[config.mk]
export PLATFORM = sky130hd
export DESIGN_NAME = csv_column_min_max_mean_core
export DESIGN_NICKNAME = d
export VERILOG_FILES = /design/src/sv/csvmm_pkg.sv /design/src/sv/csvmm_div.sv /design/src/sv/csvmm_datapath.sv /design/src/sv/csvmm_ctrl.sv /design/src/sv/csv_column_min_max_mean_core.sv
export SDC_FILE = /design/constraint.sdc
export NUM_CORES = 2
export LEC_CHECK = 0
export ABC_AREA = 0
export BUFFER_PORTS_ARGS = -buffer_cell sky130_fd_sc_hd__buf_2
export CAP_MARGIN = 20
export CORE_MARGIN = 2
export CORE_UTILIZATION = 29
export DETAILED_ROUTE_END_ITERATION = 16
export PLACE_DENSITY = 0.49
export REMOVE_ABC_BUFFERS = 1
export SETUP_SLACK_MARGIN = 0.4
export SKIP_CTS_REPAIR_TIMING = 1
export SYNTH_ARGS = -nofsm -noshare
export SYNTH_HDL_FRONTEND = slang
export SYNTH_SLANG_ARGS = --single-unit
[constraint.sdc]
create_clock -name clk -period 9.1 [get_ports clk]
set_input_delay 0 -clock clk [delete_from_list [all_inputs] [get_ports clk]]
set_output_delay 0 -clock clk [all_outputs]
set_load 0.01 [all_outputs]
[src/sv/csvmm_pkg.sv]
// Shared types, constants and helpers of the CSV column min/max/mean block.
package csvmm_pkg;

    localparam int VALUE_W   = 34;
    localparam int SUM_W     = 48;
    localparam int COUNT_O_W = 24;
    localparam int POW_W     = 27;
    localparam int PROD_W    = VALUE_W + POW_W;
    localparam int K_W       = 4;
    localparam int CFG_IDX_W = 1;
    localparam int CFG_DAT_W = 8;

    localparam logic [VALUE_W-1:0] VALUE_LIMIT = 34'd9999999999;
    localparam logic [VALUE_W-1:0] ACC_SAT     = '1;
    localparam logic [SUM_W-1:0]   SUM_MAX     = '1;

    localparam logic [7:0] CH_COMMA   = 8'h2C;
    localparam logic [7:0] CH_QUOTE   = 8'h22;
    localparam logic [7:0] CH_DOT     = 8'h2E;
    localparam logic [7:0] CH_ZERO    = 8'h30;
    localparam logic [7:0] CH_NINE    = 8'h39;
    localparam logic [7:0] CH_NEWLINE = 8'h0A;

    localparam logic [CFG_IDX_W-1:0] REG_TARGET_COLUMN = 1'b0;
    localparam logic [CFG_IDX_W-1:0] REG_SKIP_HEADER   = 1'b1;

    typedef enum logic [1:0] {
        CAP_IDLE,
        CAP_ON,
        CAP_DONE
    } cap_t;

    typedef enum logic [1:0] {
        ST_IDLE,
        ST_DRAIN,
        ST_DIV,
        ST_OUT
    } state_t;

    typedef struct packed {
        logic byte_en;
        logic div_start;
        logic div_step;
        logic load_out;
        logic clear_all;
    } cmd_t;

    typedef struct packed {
        logic pipe_busy;
        logic count_zero;
        logic div_done;
    } status_t;

    function automatic logic [POW_W-1:0] pow10(input logic [K_W-1:0] k);
        logic [POW_W-1:0] r;
        case (k)
            4'd0:    r = 27'd1;
            4'd1:    r = 27'd10;
            4'd2:    r = 27'd100;
            4'd3:    r = 27'd1000;
            4'd4:    r = 27'd10000;
            4'd5:    r = 27'd100000;
            4'd6:    r = 27'd1000000;
            4'd7:    r = 27'd10000000;
            4'd8:    r = 27'd100000000;
            default: r = 27'd1;
        endcase
        return r;
    endfunction

endpackage

[src/sv/csvmm_div.sv]
// Restoring divider for the mean: one quotient bit per cycle while step is high.
module csvmm_div #(
    parameter int DIVISOR_W = 24
) (
    input  logic                         clk,
    input  logic                         rst_n,
    input  logic                         start,
    input  logic                         step,
    input  logic [csvmm_pkg::SUM_W-1:0]  dividend,
    input  logic [DIVISOR_W-1:0]         divisor,
    output logic [csvmm_pkg::SUM_W-1:0]  quotient,
    output logic                         done
);

    localparam int SW    = csvmm_pkg::SUM_W;
    localparam int CNT_W = $clog2(SW + 1);

    logic [DIVISOR_W-1:0] rem_reg, rem_next;
    logic [SW-1:0]        quot_reg, quot_next;
    logic [CNT_W-1:0]     cnt_reg, cnt_next;
    logic [DIVISOR_W:0]   shifted;
    logic [DIVISOR_W:0]   diff;
    logic                 fits;

    always_comb
    begin
        shifted   = {rem_reg, quot_reg[SW-1]};
        diff      = shifted - {1'b0, divisor};
        fits      = shifted >= {1'b0, divisor};
        rem_next  = rem_reg;
        quot_next = quot_reg;
        cnt_next  = cnt_reg;
        if (start)
        begin
            rem_next  = '0;
            quot_next = dividend;
            cnt_next  = '0;
        end
        else if (step)
        begin
            rem_next  = fits ? diff[DIVISOR_W-1:0] : shifted[DIVISOR_W-1:0];
            quot_next = {quot_reg[SW-2:0], fits};
            cnt_next  = cnt_reg + 1'b1;
        end
    end

    always_ff @(posedge clk or negedge rst_n)
    begin
        if (!rst_n)
        begin
            cnt_reg <= '0;
        end
        else
        begin
            cnt_reg <= cnt_next;
        end
    end

    always_ff @(posedge clk)
    begin
        rem_reg  <= rem_next;
        quot_reg <= quot_next;
    end

    assign quotient = quot_reg;
    assign done     = (cnt_reg == CNT_W'(SW));

endmodule

[src/sv/csvmm_datapath.sv]
// Datapath: byte parser, line-end scaling pipeline, aggregates, divider and result registers.
module csvmm_datapath #(
    parameter int FRAC_DIGITS = 4,
    parameter int COUNT_BITS  = 24
) (
    input  logic                                clk,
    input  logic                                rst_n,
    input  csvmm_pkg::cmd_t                     cmd,
    output csvmm_pkg::status_t                  status,
    input  logic                                cfg_write,
    input  logic [csvmm_pkg::CFG_IDX_W-1:0]     cfg_index,
    input  logic [csvmm_pkg::CFG_DAT_W-1:0]     cfg_data,
    input  logic [7:0]                          char_byte,
    input  logic                                end_of_stream,
    output logic [csvmm_pkg::VALUE_W-1:0]       min_value,
    output logic [csvmm_pkg::VALUE_W-1:0]       max_value,
    output logic [csvmm_pkg::VALUE_W-1:0]       mean_value,
    output logic [csvmm_pkg::COUNT_O_W-1:0]     value_count,
    output logic                                none_valid,
    output logic                                overflow
);

    localparam int VW  = csvmm_pkg::VALUE_W;
    localparam int SW  = csvmm_pkg::SUM_W;
    localparam int KW  = csvmm_pkg::K_W;
    localparam int PW  = csvmm_pkg::PROD_W;
    localparam int FW  = (FRAC_DIGITS > 0) ? $clog2(FRAC_DIGITS + 1) : 1;

    // configuration
    logic [7:0] target_reg;
    logic       skip_reg;

    // line state
    logic              quotes_reg, quotes_next;
    logic [7:0]        col_reg, col_next;
    csvmm_pkg::cap_t   cap_reg, cap_next;
    logic              first_reg, first_next;
    logic              digit_reg, digit_next;
    logic [1:0]        dot_reg, dot_next;
    logic [FW-1:0]     frac_reg, frac_next;
    logic [VW-1:0]     accum_reg, accum_next;

    // byte-level work
    logic [3:0]        digit_val;
    logic [VW+3:0]     times_ten;
    logic [VW-1:0]     pushed;
    logic              line_end;
    logic              line_ok;

    // line-end pipeline
    logic              s1_valid_reg;
    logic [VW-1:0]     s1_accum_reg;
    logic [KW-1:0]     s1_k_reg;
    logic              s2_valid_reg;
    logic [PW-1:0]     s2_prod_reg;
    logic              s2_sat_reg;

    // aggregates
    logic [VW-1:0]         min_reg, max_reg;
    logic [SW-1:0]         sum_reg;
    logic [COUNT_BITS-1:0] count_reg;
    logic                  ovf_reg;
    logic [VW-1:0]         upd_val;
    logic                  upd_sat;
    logic [SW:0]           sum_ext;

    // divider
    logic [SW-1:0]     quotient;
    logic              div_done;
    logic              none_now;

    // accumulator and fraction count as left by this byte, before the line clears
    function automatic logic [VW-1:0] accum_next_snapshot();
        logic [VW-1:0] a;
        a = accum_reg;
        if (cmd.byte_en && col_reg == target_reg && cap_reg != csvmm_pkg::CAP_DONE
            && char_byte >= csvmm_pkg::CH_ZERO && char_byte <= csvmm_pkg::CH_NINE
            && !(char_byte == csvmm_pkg::CH_COMMA && !quotes_reg))
        begin
            if (dot_reg == 2'd0
                || (dot_reg == 2'd1 && frac_reg < FW'(FRAC_DIGITS)))
                a = pushed;
        end
        return a;
    endfunction

    function automatic logic [FW-1:0] frac_snapshot();
        logic [FW-1:0] f;
        f = frac_reg;
        if (cmd.byte_en && col_reg == target_reg && cap_reg != csvmm_pkg::CAP_DONE
            && char_byte >= csvmm_pkg::CH_ZERO && char_byte <= csvmm_pkg::CH_NINE
            && dot_reg == 2'd1 && frac_reg < FW'(FRAC_DIGITS))
            f = frac_reg + 1'b1;
        return f;
    endfunction

    always_ff @(posedge clk or negedge rst_n)
    begin
        if (!rst_n)
        begin
            target_reg <= '0;
            skip_reg   <= 1'b0;
        end
        else if (cfg_write)
        begin
            unique case (cfg_index)
                csvmm_pkg::REG_TARGET_COLUMN: target_reg <= cfg_data;
                csvmm_pkg::REG_SKIP_HEADER:   skip_reg   <= cfg_data[0];
                default: ;
            endcase
        end
    end

    always_comb
    begin
        digit_val = 4'(char_byte - csvmm_pkg::CH_ZERO);
        times_ten = ({4'b0, accum_reg} << 3) + ({4'b0, accum_reg} << 1)
                    + (VW+4)'(digit_val);
        pushed = (accum_reg > csvmm_pkg::VALUE_LIMIT
                  || times_ten > (VW+4)'(csvmm_pkg::VALUE_LIMIT))
                 ? csvmm_pkg::ACC_SAT : times_ten[VW-1:0];

        quotes_next = quotes_reg;
        col_next    = col_reg;
        cap_next    = cap_reg;
        first_next  = first_reg;
        digit_next  = digit_reg;
        dot_next    = dot_reg;
        frac_next   = frac_reg;
        accum_next  = accum_reg;

        if (cmd.byte_en)
        begin
            if (char_byte == csvmm_pkg::CH_NEWLINE)
            begin
                // nothing to capture; the line closes below
            end
            else if (char_byte == csvmm_pkg::CH_QUOTE)
            begin
                quotes_next = !quotes_reg;
            end
            else if (char_byte == csvmm_pkg::CH_COMMA && !quotes_reg)
            begin
                if (col_reg != 8'hFF)
                    col_next = col_reg + 8'd1;
                if (cap_reg == csvmm_pkg::CAP_ON)
                    cap_next = csvmm_pkg::CAP_DONE;
            end
            else if (col_reg == target_reg && cap_reg != csvmm_pkg::CAP_DONE)
            begin
                if (char_byte == csvmm_pkg::CH_DOT)
                begin
                    cap_next = csvmm_pkg::CAP_ON;
                    if (dot_reg != 2'd2)
                        dot_next = dot_reg + 2'd1;
                end
                else if (char_byte >= csvmm_pkg::CH_ZERO
                         && char_byte <= csvmm_pkg::CH_NINE)
                begin
                    cap_next   = csvmm_pkg::CAP_ON;
                    digit_next = 1'b1;
                    if (dot_reg == 2'd0)
                    begin
                        accum_next = pushed;
                    end
                    else if (dot_reg == 2'd1 && frac_reg < FW'(FRAC_DIGITS))
                    begin
                        accum_next = pushed;
                        frac_next  = frac_reg + 1'b1;
                    end
                end
            end
        end

        line_end = cmd.byte_en
                   && (char_byte == csvmm_pkg::CH_NEWLINE || end_of_stream);
        line_ok  = digit_next && dot_next != 2'd2 && !(first_reg && skip_reg);

        if (line_end)
        begin
            quotes_next = 1'b0;
            col_next    = '0;
            cap_next    = csvmm_pkg::CAP_IDLE;
            first_next  = 1'b0;
            digit_next  = 1'b0;
            dot_next    = '0;
            frac_next   = '0;
            accum_next  = '0;
        end
        if (cmd.clear_all)
            first_next = 1'b1;
    end

    always_ff @(posedge clk or negedge rst_n)
    begin
        if (!rst_n)
        begin
            quotes_reg <= 1'b0;
            col_reg    <= '0;
            cap_reg    <= csvmm_pkg::CAP_IDLE;
            first_reg  <= 1'b1;
            digit_reg  <= 1'b0;
            dot_reg    <= '0;
            frac_reg   <= '0;
            accum_reg  <= '0;
        end
        else
        begin
            quotes_reg <= quotes_next;
            col_reg    <= col_next;
            cap_reg    <= cap_next;
            first_reg  <= first_next;
            digit_reg  <= digit_next;
            dot_reg    <= dot_next;
            frac_reg   <= frac_next;
            accum_reg  <= accum_next;
        end
    end

    // line-end pipeline: snapshot, then scale
    always_ff @(posedge clk or negedge rst_n)
    begin
        if (!rst_n)
        begin
            s1_valid_reg <= 1'b0;
            s2_valid_reg <= 1'b0;
        end
        else
        begin
            s1_valid_reg <= line_end && line_ok;
            s2_valid_reg <= s1_valid_reg;
        end
    end

    always_ff @(posedge clk)
    begin
        s1_accum_reg <= accum_next_snapshot();
        s1_k_reg     <= KW'(FRAC_DIGITS) - KW'(frac_snapshot());
        s2_prod_reg  <= PW'(s1_accum_reg) * PW'(csvmm_pkg::pow10(s1_k_reg));
        s2_sat_reg   <= s1_accum_reg > csvmm_pkg::VALUE_LIMIT;
    end

    // aggregate update
    always_comb
    begin
        upd_sat = s2_sat_reg || s2_prod_reg > PW'(csvmm_pkg::VALUE_LIMIT);
        upd_val = upd_sat ? csvmm_pkg::VALUE_LIMIT : s2_prod_reg[VW-1:0];
        sum_ext = {1'b0, sum_reg} + (SW+1)'(upd_val);
    end

    always_ff @(posedge clk or negedge rst_n)
    begin
        if (!rst_n)
        begin
            min_reg   <= csvmm_pkg::ACC_SAT;
            max_reg   <= '0;
            sum_reg   <= '0;
            count_reg <= '0;
            ovf_reg   <= 1'b0;
        end
        else if (cmd.clear_all)
        begin
            min_reg   <= csvmm_pkg::ACC_SAT;
            max_reg   <= '0;
            sum_reg   <= '0;
            count_reg <= '0;
            ovf_reg   <= 1'b0;
        end
        else if (s2_valid_reg)
        begin
            if (upd_val < min_reg)
                min_reg <= upd_val;
            if (upd_val > max_reg)
                max_reg <= upd_val;
            if (sum_ext[SW])
                sum_reg <= csvmm_pkg::SUM_MAX;
            else
                sum_reg <= sum_ext[SW-1:0];
            if (count_reg != '1)
                count_reg <= count_reg + 1'b1;
            if (upd_sat || sum_ext[SW])
                ovf_reg <= 1'b1;
        end
    end

    csvmm_div #(
        .DIVISOR_W (COUNT_BITS)
    ) u_div (
        .clk      (clk),
        .rst_n    (rst_n),
        .start    (cmd.div_start),
        .step     (cmd.div_step),
        .dividend (sum_reg),
        .divisor  (count_reg),
        .quotient (quotient),
        .done     (div_done)
    );

    assign none_now = (count_reg == '0);

    always_ff @(posedge clk)
    begin
        if (cmd.load_out)
        begin
            none_valid  <= none_now;
            overflow    <= ovf_reg;
            value_count <= csvmm_pkg::COUNT_O_W'(count_reg);
            min_value   <= none_now ? '0 : min_reg;
            max_value   <= none_now ? '0 : max_reg;
            if (none_now)
                mean_value <= '0;
            else if (quotient > SW'(csvmm_pkg::VALUE_LIMIT))
                mean_value <= csvmm_pkg::VALUE_LIMIT;
            else
                mean_value <= quotient[VW-1:0];
        end
    end

    assign status.pipe_busy  = s1_valid_reg || s2_valid_reg;
    assign status.count_zero = none_now;
    assign status.div_done   = div_done;

endmodule

[src/sv/csvmm_ctrl.sv]
// Controller: byte intake, end-of-stream drain, divide sequencing and result hand-off.
module csvmm_ctrl (
    input  logic                clk,
    input  logic                rst_n,
    input  logic                in_valid,
    output logic                in_stall,
    input  logic                end_of_stream,
    output logic                out_valid,
    input  logic                out_stall,
    input  csvmm_pkg::status_t  status,
    output csvmm_pkg::cmd_t     cmd
);

    csvmm_pkg::state_t state_reg, state_next;

    always_ff @(posedge clk or negedge rst_n)
    begin
        if (!rst_n)
            state_reg <= csvmm_pkg::ST_IDLE;
        else
            state_reg <= state_next;
    end

    always_comb
    begin
        state_next = state_reg;
        cmd        = '0;
        in_stall   = 1'b1;
        out_valid  = 1'b0;
        unique case (state_reg)
            csvmm_pkg::ST_IDLE:
            begin
                in_stall    = 1'b0;
                cmd.byte_en = in_valid;
                if (in_valid && end_of_stream)
                    state_next = csvmm_pkg::ST_DRAIN;
            end
            csvmm_pkg::ST_DRAIN:
            begin
                if (!status.pipe_busy)
                begin
                    if (status.count_zero)
                    begin
                        cmd.load_out  = 1'b1;
                        cmd.clear_all = 1'b1;
                        state_next    = csvmm_pkg::ST_OUT;
                    end
                    else
                    begin
                        cmd.div_start = 1'b1;
                        state_next    = csvmm_pkg::ST_DIV;
                    end
                end
            end
            csvmm_pkg::ST_DIV:
            begin
                if (status.div_done)
                begin
                    cmd.load_out  = 1'b1;
                    cmd.clear_all = 1'b1;
                    state_next    = csvmm_pkg::ST_OUT;
                end
                else
                begin
                    cmd.div_step = 1'b1;
                end
            end
            csvmm_pkg::ST_OUT:
            begin
                out_valid = 1'b1;
                if (!out_stall)
                    state_next = csvmm_pkg::ST_IDLE;
            end
            default:
            begin
                state_next = csvmm_pkg::ST_IDLE;
            end
        endcase
    end

endmodule

[src/sv/csv_column_min_max_mean_core.sv]
// Top level of the CSV column min/max/mean aggregator.
//
//  channel | direction | handshake           | payload
//  --------+-----------+---------------------+------------------------------------------
//  in      | sink      | in_valid / in_stall | char_byte, end_of_stream
//  out     | source    | out_valid/out_stall | min_value, max_value, mean_value,
//          |           |                     | value_count, none_valid, overflow
//  cfg     | sink      | cfg_write           | cfg_index, cfg_data
//
// Cycles: one byte per cycle while a stream runs. After the end-of-stream byte is taken,
// intake holds while the two-stage line-end scaling pipeline drains; the divider is then
// started and divides the 48-bit sum bit-serially for the mean, and the result is loaded
// as out_valid rises (when no value was seen, the divide is skipped and the result loads
// once the pipeline has drained). The result then waits for out_stall to drop, and bytes
// are refused from end of stream until the result is taken.
// Reset (rst_n low, asynchronous) clears the controller, the line state, the aggregates
// and both registers. Result payload registers only load when a result is formed.
module csv_column_min_max_mean_core #(
    parameter int FRAC_DIGITS = 4,
    parameter int COUNT_BITS  = 24
) (
    input  logic                                clk,
    input  logic                                rst_n,
    // configuration
    input  logic                                cfg_write,
    input  logic [csvmm_pkg::CFG_IDX_W-1:0]     cfg_index,
    input  logic [csvmm_pkg::CFG_DAT_W-1:0]     cfg_data,
    // text bytes
    input  logic                                in_valid,
    output logic                                in_stall,
    input  logic [7:0]                          char_byte,
    input  logic                                end_of_stream,
    // aggregate result
    output logic                                out_valid,
    input  logic                                out_stall,
    output logic [csvmm_pkg::VALUE_W-1:0]       min_value,
    output logic [csvmm_pkg::VALUE_W-1:0]       max_value,
    output logic [csvmm_pkg::VALUE_W-1:0]       mean_value,
    output logic [csvmm_pkg::COUNT_O_W-1:0]     value_count,
    output logic                                none_valid,
    output logic                                overflow
);

    // command and status between the controller and the datapath
    csvmm_pkg::cmd_t    cmd;
    csvmm_pkg::status_t status;

    // Controller: take bytes in idle, hold intake while the line pipeline drains,
    // step the divider, then present the item until the sink takes it.
    csvmm_ctrl u_ctrl (
        .clk           (clk),
        .rst_n         (rst_n),
        .in_valid      (in_valid),
        .in_stall      (in_stall),
        .end_of_stream (end_of_stream),
        .out_valid     (out_valid),
        .out_stall     (out_stall),
        .status        (status),
        .cmd           (cmd)
    );

    // Datapath: parse quoting and columns, capture the target field, scale each valid
    // value at line end, fold it into min, max, sum and count, and divide for the mean.
    csvmm_datapath #(
        .FRAC_DIGITS (FRAC_DIGITS),
        .COUNT_BITS  (COUNT_BITS)
    ) u_dp (
        .clk           (clk),
        .rst_n         (rst_n),
        .cmd           (cmd),
        .status        (status),
        .cfg_write     (cfg_write),
        .cfg_index     (cfg_index),
        .cfg_data      (cfg_data),
        .char_byte     (char_byte),
        .end_of_stream (end_of_stream),
        .min_value     (min_value),
        .max_value     (max_value),
        .mean_value    (mean_value),
        .value_count   (value_count),
        .none_valid    (none_valid),
        .overflow      (overflow)
    );

endmodule

==> run metrics <==
run status finished with violations; failing checks negative hold slack; Comb power frac 0.244; routed len/inst 18.2 um; DIE AREA 194,000 sq um; Slew Limit Headroom 0.311; Max IR drop VDD 0.196 mV; Final Instance Area 61,500 sq um; # DRC 0; clk sink count 528; total power per unit cell area 126 nW/um^2; leakage 0.0309 uW; internal power 5150 uW; crit path DAT 8.91 ns; Die Wd 441 um; CTS Buf Count 66; Seq pwr share 0.408; final core occ 0.324; Hold Path Class primary input to asynchronous set/reset pin; Root Buffer clkbuf_16; Vias/cell 4.73; final critical-path required period 8.32 ns; R2R setup slack 0.78 ns; sequential area share after synthesis 0.243; synth warn 0; GRT Total Usage 0.164; Worst setup SP type flip-flop; final wirelength 157,000 um; Clk network pwr share 0.348; Post-Syn Area 55,300 sq um; Worst Clk Skew 0.0316 ns; worst r2r dst u_dp.s2_prod_reg[59]; Area Overhead vs Synth 11.2%; count of pins over their slew limit 0; DR iter-0 viols 2,389; Hold WS -0.0534 ns; vias in the first global route 42,000; Die H 441 um; CTS tree built; Post-synth ARST share 0.402; number of synthesized flops with an enable pin 176; dominant synthesized flop cell dfrtp_1; Congestion Overflow GR 0; placed cell area 58,900 sq um; Hold Vio Cnt, Final 12; critical path peak fanout 13; IO buf count 152; TritonRoute pass-1 iters 6; most frequent cells in the layout inv_1 (1,098), fa_1 (722), nand2_1 (684); core box area 190,000 sq um; gp weighted congestion 0.850; Clk pin slew, worst setup/hold paths 0.06 ns; Reg-to-Reg Start u_dp.s1_accum_reg[8]; Max Clock Freq 0.120 GHz; Antenna Nets Post-Route 0; switching power total 2600 uW; clock buffer depth 3; Switching Share 0.336; most common cell after layout, fill and taps aside inv_1; worst-skew pair later-pin latency 0.68 ns; initial core utilization 0.291; MaxCap Viol Count 0; max FFs per register 61; required time of the critical path 9.69 ns; share of cells above drive strength 1 0.0729; FF-to-FF path depth 24; Post-Syn Instances 6,000; via count 40,800; Rows 160; Setup Crit Path Kind flip-flop to flip-flop; initial antenna violation count 2; CP endpoint kind flip-flop; synth unique cells 85; I/O pins 153; H-tree depth 3; Slew @ Worst Pin 1.03 ns; period utilisation layout 0.915; Avg Cell Area, Syn 9.22 sq um; first-pass GRT wire length 250,000 um; RSZ-0062 raised after global routing false; Final nets 7,274; detailed placer's ending HPWL 124,000 um; largest net degree at the start of global routing 106; # setup viols final 0; Yosys reg bits 528
## cells by family after synthesis
| kind of cell | after synthesis | share of synthesized area |
|---|---|---|
| DFF | 528 | 0.243 |
| muxes | 40 | 0.00749 |
| adders and majority gates | 1187 | 0.367 |
| and+or+nand+nor | 1814 | 0.158 |
| buffers and inverters | 1384 | 0.0944 |
| AOI/OAI and AO/OA | 831 | 0.0969 |
| xor gates and xnor gates | 216 | 0.0342 |
## critical path, cell delays in order (launching register included)
cell and delay, ns:
dfxtp_1 0.89, buf_4 0.28, nand2_1 0.15, fa_1 0.59, inv_1 0.06, fa_1 0.53, fa_1 0.47, fa_1 0.56
fa_1 0.53, fa_1 0.54, inv_1 0.06, fa_1 0.56, inv_1 0.05, ha_1 0.36, a211oi_1 0.34, o211ai_1 0.17
a41oi_1 0.30, o211ai_1 0.14, nand2_1 0.09, a31oi_1 0.16, o41ai_1 0.48, o21ai_0 0.28, a221o_1 0.37, a21oi_1 0.17
xnor2_1 0.13
## synth_stat cells, types with 13 or more instances
cell      count  area share
and3_1       43      0.0049
nand3_1      92      0.0083
nor2_1      318       0.022
dfstp_2      35       0.017
o211ai_1     13      0.0018
o21a_1       21      0.0029
nand2_1     685       0.046
dfrtp_1     177       0.080
nand2b_1     43      0.0049
clkbuf_1    268       0.018
dfxtp_1     140       0.051
a21oi_1     210       0.019
mux2i_1      29      0.0052
ha_1        465        0.11
nor3_1       90      0.0081
and2_1      361       0.041
o31ai_1      49      0.0067
a211oi_1     32      0.0043
nor4_1       33      0.0037
a31oi_1      92       0.010
xnor2_1     118       0.019
a21o_1      117       0.016
o21bai_1     23      0.0031
or3_1        14      0.0016
edfxtp_1    176       0.096
inv_1      1099       0.075
nand4_1      53      0.0060
nor2b_1      29      0.0033
o21ai_0     154       0.014
xor2_1       98       0.016
a311oi_1     19      0.0030
fa_1        722        0.26
## worst max-delay path by stage
stage / start / to / cells past startpoint
floorplan: u_dp.count_reg[1] / u_dp.max_value[0] / 8
global placement: flip-flop / u_dp.s2_prod_reg[59] / 26
detailed placement: flip-flop / u_dp.s2_prod_reg[59] / 26
CTS: flip-flop / u_dp.s2_prod_reg[59] / 26
global route: u_dp.s1_accum_reg[17] / u_dp.s2_prod_reg[60] / 26
finish: u_dp.s1_accum_reg[8] / u_dp.s2_prod_reg[59] / 24
## stage by stage
| stage | total power [uW] | TNS, ns | hold WS (ns) | setup slack (ns) | std cells |
|---|---|---|---|---|---|
| final | 7750 | 0 | -0.0534 | 0.777 | 8631 |
| after global routing | 8200 | 0 | 0.0105 | 0.403 | 8628 |
| after CTS | 7850 | 0 | -0.626 | 0.622 | 8596 |
| after detailed placement | 5090 | 0 | 0.102 | 0.650 | 8475 |
| after global placement | 5060 | 0 | 0.105 | 0.688 | 8473 |
| after floorplan | 4350 | -140.38 | -0.296 | -0.702 | 5716 |
## metal layers
| layer | vias up | wire [um] | global-route usage |
|---|---|---|---|
| met5 | - | 0 | 0 |
| li1 | 19300 | - | - |
| met4 | 0 | 2950 | 0.0327 |
| met2 | 796 | 72200 | 0.264 |
| met3 | 168 | 6320 | 0.0218 |
| met1 | 20500 | 75700 | 0.234 |
## area by class of cell
cell class                      instances  area (sq um)
Antenna cell                            3          7.51
Clock buffer                           89          1830
Clock inverter                         32           375
Fill cell                           19900        128000
Inverter                             1100          4140
Multi-Input combinational cell       4088         36700
Sequential cell                       528         13400
Tap cell                             2511          3140
Timing Repair Buffer                  280          1840
## power by group through the flow
| stage | logic, uW | clock network (uW) | registers (uW) |
|---|---|---|---|
| floorplan | 1070 | 0 | 3290 |
| global placement | 1850 | 0 | 3220 |
| detailed placement | 1870 | 0 | 3220 |
| CTS | 1880 | 2790 | 3170 |
| global route | 2110 | 2890 | 3200 |
| finish | 1890 | 2700 | 3160 |
No activity file was read; power rests on OpenSTA's default activity.
